File: config.mk
export PLATFORM = sky130hd
export DESIGN_NAME = omni_drive_heading_pd_mixer_top
export DESIGN_NICKNAME = d
export VERILOG_FILES = /design/src/design/odhpm_pkg.sv /design/src/design/odhpm_cfg_regs.sv /design/src/design/odhpm_heading_pd.sv /design/src/design/odhpm_wheel_mix.sv /design/src/design/omni_drive_heading_pd_mixer_top.sv
export SDC_FILE = /design/constraint.sdc
export NUM_CORES = 2
export LEC_CHECK = 0
export BUFFER_PORTS_ARGS = -buffer_cell sky130_fd_sc_hd__buf_2
export CAP_MARGIN = 30
export CORE_MARGIN = 4
export CORE_UTILIZATION = 41
export DETAILED_ROUTE_END_ITERATION = 12
export PLACE_DENSITY_LB_ADDON = 0.1
export SLEW_MARGIN = 10
export SYNTH_ARGS = -nofsm -noshare
export SYNTH_HDL_FRONTEND = slang
export SYNTH_SLANG_ARGS = --single-unit
export TNS_END_PERCENT = 30
File: constraint.sdc
create_clock -name aclk -period 20.3 [get_ports aclk]
set_clock_uncertainty 0.15 [all_clocks]
set_input_delay 4.06 -clock aclk [delete_from_list [all_inputs] [get_ports aclk]]
set_output_delay 4.06 -clock aclk [all_outputs]
set_load 0.01 [all_outputs]
File: src/design/odhpm_pkg.sv
// ----------------------------------------------------------------------------
// odhpm_pkg
// Shared types, register codes, sine table and lane arithmetic for the
// heading-stabilized omni drive mixer.
// ----------------------------------------------------------------------------
package odhpm_pkg;

    // Fraction bits of the rescaled sine magnitude (8..20)
    localparam int SINE_FRACTION_BITS = 15;
    localparam int SIN_UP     = (SINE_FRACTION_BITS >= 15) ? SINE_FRACTION_BITS - 15 : 0;
    localparam int SIN_DN     = (SINE_FRACTION_BITS < 15) ? 15 - SINE_FRACTION_BITS : 0;
    localparam int SIN_HALF   = (SIN_DN == 0) ? 0 : (1 << (SIN_DN - 1));
    localparam int SIN_W      = SINE_FRACTION_BITS + 1;
    localparam int SIN_CALC_W = 17 + SIN_UP;
    localparam int PROD_W     = SIN_W + 7;

    // Configuration port
    localparam int CFG_INDEX_W = 8;
    localparam int CFG_DATA_W  = 16;
    localparam logic [CFG_INDEX_W-1:0] REG_WHEEL_LIMIT      = 8'd0;
    localparam logic [CFG_INDEX_W-1:0] REG_CORRECTION_LIMIT = 8'd1;
    localparam logic [CFG_INDEX_W-1:0] REG_P_GAIN_Q16       = 8'd2;
    localparam logic [CFG_INDEX_W-1:0] REG_D_GAIN           = 8'd3;

    localparam logic [6:0]  RST_WHEEL_LIMIT      = 7'd40;
    localparam logic [6:0]  RST_CORRECTION_LIMIT = 7'd25;
    localparam logic [15:0] RST_P_GAIN_Q16       = 16'd5898;
    localparam logic [3:0]  RST_D_GAIN           = 4'd1;

    // Gyro wrap
    localparam logic [9:0]         GYRO_WRAP_LIMIT = 10'd400;
    localparam logic signed [10:0] GYRO_WRAP_SPAN  = 11'sd800;

    // Angles
    localparam logic [9:0] DEG_FULL_W   = 10'd360;
    localparam logic [8:0] DEG_FULL     = 9'd360;
    localparam logic [8:0] DEG_QUARTER  = 9'd90;
    localparam logic [8:0] DEG_HALF     = 9'd180;
    localparam logic [8:0] DEG_3QUARTER = 9'd270;

    localparam int NUM_WHEELS = 4;
    // Lane order A, B, C, D: sine argument offsets
    localparam logic [8:0] WHEEL_OFFSET [NUM_WHEELS] = '{9'd300, 9'd60, 9'd225, 9'd135};
    // A and C: negated base, correction added. B and D: plain base, correction subtracted.
    localparam logic [NUM_WHEELS-1:0] WHEEL_FLIP = 4'b0101;

    localparam logic [15:0] SINE_Q15 [0:90] = '{
        16'd0,     16'd572,   16'd1144,  16'd1715,  16'd2286,  16'd2856,  16'd3425,
        16'd3993,  16'd4560,  16'd5126,  16'd5690,  16'd6252,  16'd6813,  16'd7371,
        16'd7927,  16'd8481,  16'd9032,  16'd9580,  16'd10126, 16'd10668, 16'd11207,
        16'd11743, 16'd12275, 16'd12803, 16'd13328, 16'd13848, 16'd14365, 16'd14876,
        16'd15384, 16'd15886, 16'd16384, 16'd16877, 16'd17364, 16'd17847, 16'd18324,
        16'd18795, 16'd19261, 16'd19720, 16'd20174, 16'd20622, 16'd21063, 16'd21498,
        16'd21926, 16'd22348, 16'd22763, 16'd23170, 16'd23571, 16'd23965, 16'd24351,
        16'd24730, 16'd25102, 16'd25466, 16'd25822, 16'd26170, 16'd26510, 16'd26842,
        16'd27166, 16'd27482, 16'd27789, 16'd28088, 16'd28378, 16'd28660, 16'd28932,
        16'd29197, 16'd29452, 16'd29698, 16'd29935, 16'd30163, 16'd30382, 16'd30592,
        16'd30792, 16'd30983, 16'd31164, 16'd31336, 16'd31499, 16'd31651, 16'd31795,
        16'd31928, 16'd32052, 16'd32166, 16'd32270, 16'd32365, 16'd32449, 16'd32524,
        16'd32588, 16'd32643, 16'd32688, 16'd32723, 16'd32748, 16'd32763, 16'd32768
    };

    typedef struct packed {
        logic [9:0] gyro_reading;
        logic [8:0] direction_deg;
        logic [6:0] drive_power;
    } in_item_t;

    typedef struct packed {
        logic [7:0]        pwm_a;
        logic [7:0]        pwm_b;
        logic [7:0]        pwm_c;
        logic [7:0]        pwm_d;
        logic signed [7:0] heading_correction;
    } out_item_t;

    typedef struct packed {
        logic [6:0]  wheel_limit;
        logic [6:0]  correction_limit;
        logic [15:0] p_gain_q16;
        logic [3:0]  d_gain;
    } cfg_t;

    // Reduce an angle below 720 into 0..359
    function automatic logic [8:0] wrap_deg(logic [9:0] a);
        if (a >= DEG_FULL_W) begin
            return 9'(a - DEG_FULL_W);
        end
        return a[8:0];
    endfunction

    // First-quadrant sine magnitude rescaled to SINE_FRACTION_BITS
    function automatic logic [SIN_W-1:0] sine_mag(logic [6:0] idx);
        logic [SIN_CALC_W-1:0] v;
        v = SIN_CALC_W'(SINE_Q15[idx]);
        if (SINE_FRACTION_BITS >= 15) begin
            return SIN_W'(v << SIN_UP);
        end
        return SIN_W'((v + SIN_CALC_W'(SIN_HALF)) >> SIN_DN);
    endfunction

    // Signed sin(angle) * power, truncated toward zero, optionally negated
    function automatic logic signed [7:0] wheel_base(logic [8:0] angle, logic [6:0] power,
                                                     logic flip);
        logic [6:0]        idx;
        logic              s_neg;
        logic [PROD_W-1:0] mag;
        logic [6:0]        r;
        if (angle <= DEG_QUARTER) begin
            idx   = angle[6:0];
            s_neg = 1'b0;
        end else if (angle <= DEG_HALF) begin
            idx   = 7'(DEG_HALF - angle);
            s_neg = 1'b0;
        end else if (angle <= DEG_3QUARTER) begin
            idx   = 7'(angle - DEG_HALF);
            s_neg = 1'b1;
        end else begin
            idx   = 7'(DEG_FULL - angle);
            s_neg = 1'b1;
        end
        mag = PROD_W'(sine_mag(idx)) * PROD_W'(power);
        r   = 7'(mag >> SINE_FRACTION_BITS);
        if (s_neg ^ flip) begin
            return -$signed({1'b0, r});
        end
        return $signed({1'b0, r});
    endfunction

    // Symmetric clamp, then sign-magnitude with bit 7 as sign
    function automatic logic [7:0] sat_sign_mag(logic signed [8:0] v, logic [6:0] lim);
        logic signed [8:0] l;
        logic signed [8:0] c;
        logic [6:0]        m;
        l = $signed({2'b00, lim});
        if (v > l) begin
            c = l;
        end else if (v < -l) begin
            c = -l;
        end else begin
            c = v;
        end
        m = c[8] ? 7'(-c) : c[6:0];
        return {c[8], m};
    endfunction

endpackage

File: src/design/odhpm_cfg_regs.sv
// ----------------------------------------------------------------------------
// odhpm_cfg_regs
// Configuration register file: motor and correction limits, PD gains.
// ----------------------------------------------------------------------------
module odhpm_cfg_regs (
    input  logic                                aclk,
    input  logic                                aresetn,
    input  logic                                cfg_valid,
    output logic                                cfg_ready,
    input  logic [odhpm_pkg::CFG_INDEX_W-1:0]   cfg_index,
    input  logic [odhpm_pkg::CFG_DATA_W-1:0]    cfg_data,
    output odhpm_pkg::cfg_t                     cfg
);

    odhpm_pkg::cfg_t cfg_reg, cfg_next;

    assign cfg_ready = 1'b1;
    assign cfg       = cfg_reg;

    always_comb begin
        cfg_next = cfg_reg;
        if (cfg_valid) begin
            case (cfg_index)
                odhpm_pkg::REG_WHEEL_LIMIT:      cfg_next.wheel_limit      = cfg_data[6:0];
                odhpm_pkg::REG_CORRECTION_LIMIT: cfg_next.correction_limit = cfg_data[6:0];
                odhpm_pkg::REG_P_GAIN_Q16:       cfg_next.p_gain_q16       = cfg_data[15:0];
                odhpm_pkg::REG_D_GAIN:           cfg_next.d_gain           = cfg_data[3:0];
                default:                         cfg_next = cfg_reg;
            endcase
        end
    end

    always_ff @(posedge aclk) begin
        if (!aresetn) begin
            cfg_reg.wheel_limit      <= odhpm_pkg::RST_WHEEL_LIMIT;
            cfg_reg.correction_limit <= odhpm_pkg::RST_CORRECTION_LIMIT;
            cfg_reg.p_gain_q16       <= odhpm_pkg::RST_P_GAIN_Q16;
            cfg_reg.d_gain           <= odhpm_pkg::RST_D_GAIN;
        end else begin
            cfg_reg <= cfg_next;
        end
    end

endmodule

File: src/design/odhpm_heading_pd.sv
// ----------------------------------------------------------------------------
// odhpm_heading_pd
// Heading error from the gyro sample, PD correction, symmetric clamp.
// Holds the previous negated gyro sample for the derivative term.
// ----------------------------------------------------------------------------
module odhpm_heading_pd (
    input  logic              aclk,
    input  logic              aresetn,
    input  logic [9:0]        gyro_reading,
    input  logic              update,
    input  odhpm_pkg::cfg_t   cfg,
    output logic signed [7:0] correction
);

    logic signed [10:0] prev_error_reg, prev_error_next;
    logic signed [10:0] g_s;
    logic signed [10:0] err_half;
    logic signed [11:0] err2;
    logic               err_neg;
    logic [9:0]         emag;
    logic [25:0]        pprod;
    logic [9:0]         pmag;
    logic signed [10:0] pterm;
    logic signed [10:0] cur_err;
    logic signed [11:0] diff;
    logic signed [16:0] dterm;
    logic signed [17:0] pd_sum;
    logic signed [17:0] lim;

    always_comb begin
        g_s      = $signed({1'b0, gyro_reading});
        // wrap readings above the threshold into the negative half
        err_half = (gyro_reading > odhpm_pkg::GYRO_WRAP_LIMIT) ?
                   g_s - odhpm_pkg::GYRO_WRAP_SPAN : g_s;
        err2     = $signed({err_half, 1'b0});
        err_neg  = err2[11];
        emag     = err_neg ? 10'(-err2) : 10'(err2);
        pprod    = 26'(emag) * 26'(cfg.p_gain_q16);
        pmag     = pprod[25:16];
        pterm    = err_neg ? -$signed({1'b0, pmag}) : $signed({1'b0, pmag});

        cur_err  = -g_s;
        diff     = 12'(cur_err) - 12'(prev_error_reg);
        dterm    = 17'(diff) * $signed({13'b0, cfg.d_gain});

        pd_sum   = 18'(pterm) + 18'(dterm);
        lim      = $signed({11'b0, cfg.correction_limit});
        if (pd_sum > lim) begin
            correction = 8'(lim);
        end else if (pd_sum < -lim) begin
            correction = 8'(-lim);
        end else begin
            correction = 8'(pd_sum);
        end

        prev_error_next = update ? cur_err : prev_error_reg;
    end

    always_ff @(posedge aclk) begin
        if (!aresetn) begin
            prev_error_reg <= '0;
        end else begin
            prev_error_reg <= prev_error_next;
        end
    end

endmodule

File: src/design/odhpm_wheel_mix.sv
// ----------------------------------------------------------------------------
// odhpm_wheel_mix
// Four wheel lanes: sine-table base command, heading correction, clamp and
// sign-magnitude encoding.
// ----------------------------------------------------------------------------
module odhpm_wheel_mix (
    input  logic [8:0]        direction_deg,
    input  logic [6:0]        drive_power,
    input  logic signed [7:0] correction,
    input  logic [6:0]        wheel_limit,
    output logic [7:0]        pwm [odhpm_pkg::NUM_WHEELS]
);

    logic [8:0]        dir_r;
    logic [8:0]        angle  [odhpm_pkg::NUM_WHEELS];
    logic signed [7:0] base   [odhpm_pkg::NUM_WHEELS];
    logic signed [8:0] mixed  [odhpm_pkg::NUM_WHEELS];

    always_comb begin
        dir_r = odhpm_pkg::wrap_deg({1'b0, direction_deg});
        for (int i = 0; i < odhpm_pkg::NUM_WHEELS; i++) begin
            angle[i] = odhpm_pkg::wrap_deg(10'(dir_r) + 10'(odhpm_pkg::WHEEL_OFFSET[i]));
            base[i]  = odhpm_pkg::wheel_base(angle[i], drive_power,
                                             odhpm_pkg::WHEEL_FLIP[i]);
            // add correction on flipped lanes, subtract on the others
            if (odhpm_pkg::WHEEL_FLIP[i]) begin
                mixed[i] = 9'(base[i]) + 9'(correction);
            end else begin
                mixed[i] = 9'(base[i]) - 9'(correction);
            end
            pwm[i] = odhpm_pkg::sat_sign_mag(mixed[i], wheel_limit);
        end
    end

endmodule

File: src/design/omni_drive_heading_pd_mixer_top.sv
// ----------------------------------------------------------------------------
// omni_drive_heading_pd_mixer_top
// Heading-stabilized four-wheel omni drive mixer.
//
// Input channel s_*: one transfer per control tick carrying the gyro sample,
// travel direction and drive power. Result channel m_*: one transfer per
// input carrying four sign-magnitude wheel commands and the clamped heading
// correction. Configuration channel cfg_*: register index and data, always
// ready; write only while no tick is in flight.
//
// An input transfer is held in the input register for one pass of PD and
// wheel arithmetic, and the outcome is registered in the result register,
// which drives m_valid. Throughput is one tick per cycle while m_ready
// stays high; the result register frees the input stage, so a new tick
// is taken while a finished result waits. When the receiver stalls, the
// result holds, then the input stage holds, then s_ready drops.
// The derivative history advances as a tick moves into the result register.
// Reset (aresetn low, synchronous) empties both stages, zeroes the history
// and loads the register defaults.
// ----------------------------------------------------------------------------
module omni_drive_heading_pd_mixer_top (
    input  logic                                aclk,
    input  logic                                aresetn,
    input  logic                                s_valid,
    output logic                                s_ready,
    input  odhpm_pkg::in_item_t                 s_data,
    output logic                                m_valid,
    input  logic                                m_ready,
    output odhpm_pkg::out_item_t                m_data,
    input  logic                                cfg_valid,
    output logic                                cfg_ready,
    input  logic [odhpm_pkg::CFG_INDEX_W-1:0]   cfg_index,
    input  logic [odhpm_pkg::CFG_DATA_W-1:0]    cfg_data
);

    odhpm_pkg::cfg_t      cfg;
    logic                 in_valid_reg, in_valid_next;
    odhpm_pkg::in_item_t  in_data_reg;
    logic                 m_valid_reg, m_valid_next;
    odhpm_pkg::out_item_t m_data_reg;
    odhpm_pkg::out_item_t result;
    logic                 advance;
    logic                 s_xfer;
    logic signed [7:0]    correction;
    logic [7:0]           pwm [odhpm_pkg::NUM_WHEELS];

    odhpm_cfg_regs u_cfg (
        .aclk      (aclk),
        .aresetn   (aresetn),
        .cfg_valid (cfg_valid),
        .cfg_ready (cfg_ready),
        .cfg_index (cfg_index),
        .cfg_data  (cfg_data),
        .cfg       (cfg)
    );

    odhpm_heading_pd u_pd (
        .aclk         (aclk),
        .aresetn      (aresetn),
        .gyro_reading (in_data_reg.gyro_reading),
        .update       (advance),
        .cfg          (cfg),
        .correction   (correction)
    );

    odhpm_wheel_mix u_mix (
        .direction_deg (in_data_reg.direction_deg),
        .drive_power   (in_data_reg.drive_power),
        .correction    (correction),
        .wheel_limit   (cfg.wheel_limit),
        .pwm           (pwm)
    );

    assign advance = in_valid_reg && (!m_valid_reg || m_ready);
    assign s_ready = !in_valid_reg || advance;
    assign s_xfer  = s_valid && s_ready;
    assign m_valid = m_valid_reg;
    assign m_data  = m_data_reg;

    always_comb begin
        result.pwm_a              = pwm[0];
        result.pwm_b              = pwm[1];
        result.pwm_c              = pwm[2];
        result.pwm_d              = pwm[3];
        result.heading_correction = correction;

        in_valid_next = in_valid_reg;
        if (s_xfer) begin
            in_valid_next = 1'b1;
        end else if (advance) begin
            in_valid_next = 1'b0;
        end

        m_valid_next = m_valid_reg;
        if (advance) begin
            m_valid_next = 1'b1;
        end else if (m_ready) begin
            m_valid_next = 1'b0;
        end
    end

    always_ff @(posedge aclk) begin
        if (!aresetn) begin
            in_valid_reg <= 1'b0;
            m_valid_reg  <= 1'b0;
        end else begin
            in_valid_reg <= in_valid_next;
            m_valid_reg  <= m_valid_next;
        end
    end

    // payload: load on transfer, hold otherwise
    always_ff @(posedge aclk) begin
        if (s_xfer) begin
            in_data_reg <= s_data;
        end
        if (advance) begin
            m_data_reg <= result;
        end
    end

endmodule

== Word level (Yosys, flattened, before mapping) ==
Memory sizes are Yosys's and may differ from the RTL's.
Index checks and enable logic that the tools add are counted.

* Output and inout port bits: 43
* Memories: 4
* ROM bits: 8192
* Input port bits: 55
* Bits in registers: 113

* Add/subtract/negate cells: 41
* Eq/ne operators: 3
* Mux-type cells: 72
* Bitwise operators: 4
* Reduce and logical (&&, ||, !) cells: 13
* Multipliers: 6
* $lt $le $gt $ge: 32

{| class="wikitable"
|+ Memories
! memory !! depth !! bits a word !! read ports !! clocked after Yosys merged registers in !! wr ports !! RTL line !! text
|-
| (name not given) || 128 || 16 || 1 || 0 || 0 || odhpm_pkg.sv:95 || <nowiki>v = SIN_CALC_W'(SINE_Q15[idx]);</nowiki>
|-
| (name not given) || 128 || 16 || 1 || 0 || 0 || odhpm_pkg.sv:95 ||
|-
| (name not given) || 128 || 16 || 1 || 0 || 0 || odhpm_pkg.sv:95 ||
|-
| (name not given) || 128 || 16 || 1 || 0 || 0 || odhpm_pkg.sv:95 ||
|}

{| class="wikitable"
|+ Operators by type and width
! operator !! count
|-
| 2-to-1 mux 9 bit || 18
|-
| 2-to-1 mux 16 bit || 8
|-
| 2-to-1 mux 7 bit || 16
|-
| multiplier 16 x 7 -> 22 bit || 4
|-
| 2-to-1 mux 8 bit || 8
|-
| subtractor 9 bit (second input constant) || 5
|-
| greater-or-equal comparator 10 x 9 -> 1 bit (second input constant) || 4
|-
| greater-than comparator 9 x 8 -> 1 bit || 4
|-
| less-or-equal comparator 9 x 7 -> 1 bit (second input constant) || 4
|-
| less-or-equal comparator 9 x 8 -> 1 bit (second input constant) || 4
|-
| less-or-equal comparator 9 bit (second input constant) || 4
|-
| < comparator 9 bit || 4
|-
| greater-or-equal comparator 8 bit (second input constant) || 4
|-
| negation 7 -> 8 bit || 4
|-
| inverter 7 -> 8 bit || 4
|-
| negation 7 bit || 4
|-
| subtractor 6 x 7 -> 7 bit (first input constant) || 4
|-
| subtractor 7 x 6 -> 7 bit (second input constant) || 4
|-
| subtractor 7 bit (first input constant) || 4
|-
| multiplier 10 x 16 -> 26 bit || 1
|-
| 2-to-1 mux 11 bit || 2
|-
| negation 10 -> 11 bit || 2
|-
| adder 9 x 8 -> 10 bit (second input constant) || 2
|-
| 2-to-1 mux 1 bit || 19
|-
| 24 further kinds || 34
|}

== Logic depth before layout (Yosys ltp) ==
* Depth after elaboration: 25
* Gate-level depth with buffers: 96
* Gate-level depth less buffers: 91

== Cells and area by module ==
Synthesis repeated with hierarchy kept, for this count alone.

* Cell total of the unflattened synthesis: 5444
* Area total of the unflattened synthesis: 42223.0 um^2

{| class="wikitable"
|+ Modules (own cells, without submodules)
! module !! area each (um^2) !! instances !! seq. area each (um^2) !! cells an instance
|-
| odhpm_wheel_mix || 29673.5 || 1 || 0.0 || 4124
|-
| odhpm_heading_pd || 9039.9 || 1 || 220.2 || 1104
|-
| omni_drive_heading_pd_mixer_top || 2085.8 || 1 || 2021.9 || 75
|-
| odhpm_cfg_regs || 1423.9 || 1 || 680.7 || 141
|}

== Least setup slack after synthesis ==
Ideal clock, no wire load.

* Kind: register to register
* Start point: register in_data_reg[16] (netlist bit)
* End point: register m_data_reg, in the netlist m_data[30] (data pin)
* Setup time: 0.260 ns
* Data arrival time: 17.820 ns
* Required time: 19.890 ns
* Stages on the path, launching flop included: 91
* Path buffers: 7
* Setup slack: 2.070 ns
* Clock period less this slack: 18.230 ns
* Path through: edfxtp_1 -> clkbuf_1 -> clkbuf_1 -> inv_1 -> ha_1 -> or3b_2 -> nand2_1 -> nand3_1 -> a31o_2 -> o21ai_0 -> clkbuf_1 -> nor2_1 -> xor2_1 -> clkbuf_1 -> nand2_1 -> fa_1 -> inv_1 -> fa_1 -> [55 not listed] -> o21ai_0 -> nand2b_1 -> a21oi_1 -> nor2b_1 -> o21ai_0 -> nand2b_1 -> clkbuf_1 -> or4_1 -> a211oi_1 -> a221oi_2 -> o31ai_4 -> buf_4 -> o21ai_0 -> o31a_1 -> ha_1 -> and2_1 -> a31oi_1 -> xnor2_1

{| class="wikitable"
|+ RTL lines
! element !! RTL line !! text
|-
| from (decl) || omni_drive_heading_pd_mixer_top.sv:38 || <nowiki>odhpm_pkg::in_item_t in_data_reg;</nowiki>
|-
| from (signal assigned) || omni_drive_heading_pd_mixer_top.sv:115 || <nowiki>in_data_reg <= s_data;</nowiki>
|-
| to (signal assigned) || omni_drive_heading_pd_mixer_top.sv:118 || <nowiki>m_data_reg <= result;</nowiki>
|-
| to (decl) || omni_drive_heading_pd_mixer_top.sv:40 || <nowiki>odhpm_pkg::out_item_t m_data_reg;</nowiki>
|}

==> summary.md <==
| Metric | Value |
|---|---|
| Outcome | finished, final reports clean |
| First-pass GRT wire length | 216 mm |
| Syn_nets | 6,408 |
| Highest Signal Layer | met5 |
| Max-slew violations | 0 |
| Critical Path Fanout Max | 18 |
| GRT Util Overall | 24.4% |
| Arr. time, crit path | 18.71 ns |
| Fraction of registers with async set/reset | 0% |
| Die Width | 330 um |
| Largest cells by area after synthesis | fa_1 (19%), ha_1 (13%), nand2_1 (6.0%) |
| Yosys warnings | 0 |
| Yosys reg bits | 113 |
| Layout cells sized above 1 | 8.08% |
| WL/cell | 19.6 um |
| Antenna violations before repair | 1 |
| Post-synth top area cell | fa_1 |
| Tcrit/Tclk final | 91.8% |
| Slew headroom | 29.6% |
| Finish-stage setup viols | 0 |
| Detailed-route via count | 39.4k |
| Most frequent cell after synthesis | nand2_1 |
| Initial Util | 41.2% |
| Root buf cell | clkbuf_16 |
| Synth-to-Final Area Change | 5.90% |
| Cells after synthesis | 5,498 |
| Mapped cell area | 0.0426 mm2 |
| Gpl congestion | 0.907 |
| Final Hold Fails | 0 |
| Postcts setup bufs | 0 |
| Final HPWL DP | 103 mm |
| Via density | 5.79 |
| WL met2 | 63.9 mm |
| Worst-margin pin slew | 1.05 ns |
| Largest stage delay on the critical path | 0.55 ns |
| Largest net degree at the start of global routing | 65 |
| HP Class | flop to flop |
| Ports | 98 |
| FILL cells | 10.6k |
| DR pass1 iterations | 6 |
| Number of synthesized flops with an enable pin | 66 |
| Crit-path slowest cell | fa_1 |
| CTS tree | yes |
| Clk sinks | 113 |
| Port Buf Inserts | 96 |
| Min Tclk post-route | 18.63 ns |
| Share of the synthesized area in the top cell type | 19.2% |
| Clock buffer depth | 2 |
| Die H | 330 um |
| Met1 Wirelength | 61.0 mm |
| Clock Latency Late Sink | 0.52 ns |
| Critical path endpoint category | flop |
| Final TNS setup | 0 ns |
| Met3 WL | 5.80 mm |
| TritonCTS buffer count | 17 |
| Max FFs per register | 40 |
| Vias in the first global route | 38.9k |
| DRC | 0 |
| Most frequent cells after synthesis | nand2_1 (677), inv_1 (554), ha_1 (446) |
| Fmax | 53.7 MHz |
| Synth cell types | 144 |
| Final net count | 6,331 |
| Clock transition at the registers of the reported paths | 0.06 ns |
| Syn Area/Cell | 7.75 um2 |
| Gr ovfl total | 0 |
| Die area | 0.109 mm2 |
| Top_reg_cell synth | edfxtp_1 |
| Routed wire length | 134 mm |
| Sequential element share of the synthesized area | 6.86% |
| Max cap viols | 0 |
| H-tree levels | 4 |
| Critical path class | flop to flop |
| CORE AREA | 0.103 mm2 |
| Row count | 118 |
| Startpoint type of the worst setup path | flop |
| Unrepaired setup endpoints after global routing | false |
| Antenna Nets Post-Route | 0 |
| WP data required | 20.38 ns |
| Initial DRC count | 2,964 |
[final cells by class]
cell class	instances	area [um2]	area share, %
diodes	1	2.50	0.00554
clock buffers	23	543	1.20
clock inverters	9	66.3	0.147
inverters	573	2150	4.77
multi-input cells	4508	36400	80.6
flip-flops and latches	113	2920	6.48
well taps	1380	1730	3.83
repair buffers	208	1360	3.02
[repair_timing]
action	in CTS	in global routing
hold buffers	0	0
gates resized for setup	0	3
endpoints found under the setup margin	0	15
[layout by cell type, fill, tap and decap left out, types with 39 or more instances in the layout]
cell type and count:
o21a_1 53, edfxtp_1 66, buf_4 103, a31oi_1 82, xor2_1 59, a21oi_1 353
o211ai_1 57, mux2i_1 65, a21o_1 70, o21ai_0 258, nand2b_1 93, nand4_1 39
xnor2_1 126, nor2b_1 148, nor3_1 101, buf_2 99, and2_1 251, fa_1 409
nor2_1 315, dfxtp_1 47, ha_1 446, a211oi_1 74, nand3_1 115, nand2_1 677
inv_1 553
[routing by layer]
metal | track usage [%] | vias to the layer above
li1 | - | 18900
met1 | 33.1 | 19200
met2 | 41.6 | 1111
met3 | 2.28 | 167
met4 | 6.50 | 2
met5 | 0 | -
[worst max-delay path: cells and delay by family (launching register included)]
kind	cells	cell delay (ns)
AO/OA/AOI/OAI	34	6.21
XOR/XNOR	5	0.92
adder cells (fa/ha/maj)	15	5.87
buffers and inverters	13	1.55
flip-flops	1	0.36
multiplexers	1	0.35
AND/OR/NAND/NOR	17	2.97
[path summary, 6_finish.rpt]
kind                                               end                   start  cells after the start  slack (ns)
worst max-delay path                        m_data[30]         in_data_reg[16]                     85        1.67
worst min-delay path            u_pd.prev_error_reg[3]  u_pd.prev_error_reg[3]                      2        0.32
worst max register to register              m_data[30]         in_data_reg[16]                     85        1.67
worst min register to register  u_pd.prev_error_reg[3]  u_pd.prev_error_reg[3]                      2        0.32
[through the flow]
| step | hold WS [ns] | instances | cell area, um2 | utilization [%] | setup slack, ns |
|---|---|---|---|---|---|
| 4_1_cts | 0.319 | 6806 | 45000 | 43.6 | 1.39 |
| 2_1_floorplan | 0.293 | 5498 | 42600 | - | 2.07 |
| 5_1_grt | 0.341 | 6814 | 45100 | 43.7 | 0.0207 |
| 6_report | 0.317 | 6815 | 45100 | 43.7 | 1.67 |
| 3_3_place_gp | 0.304 | 6767 | 44400 | 42.9 | 1.75 |
| 3_5_place_dp | 0.311 | 6774 | 44400 | 43.0 | 1.46 |
[cells by family after synthesis]
group	Yosys count	synth area share, %
AOI/OAI and AO/OA	1413	22.8
xor gates and xnor gates	211	4.82
adders and majority gates	859	32.4
buffers and inverters	877	8.02
DFF	113	6.86
muxes	96	2.62
other	1	0.00880
and+or+nand+nor	1928	22.5
Power is not shown: default switching activity piles up to over one toggle a cycle in this logic, so the estimate is an artifact.
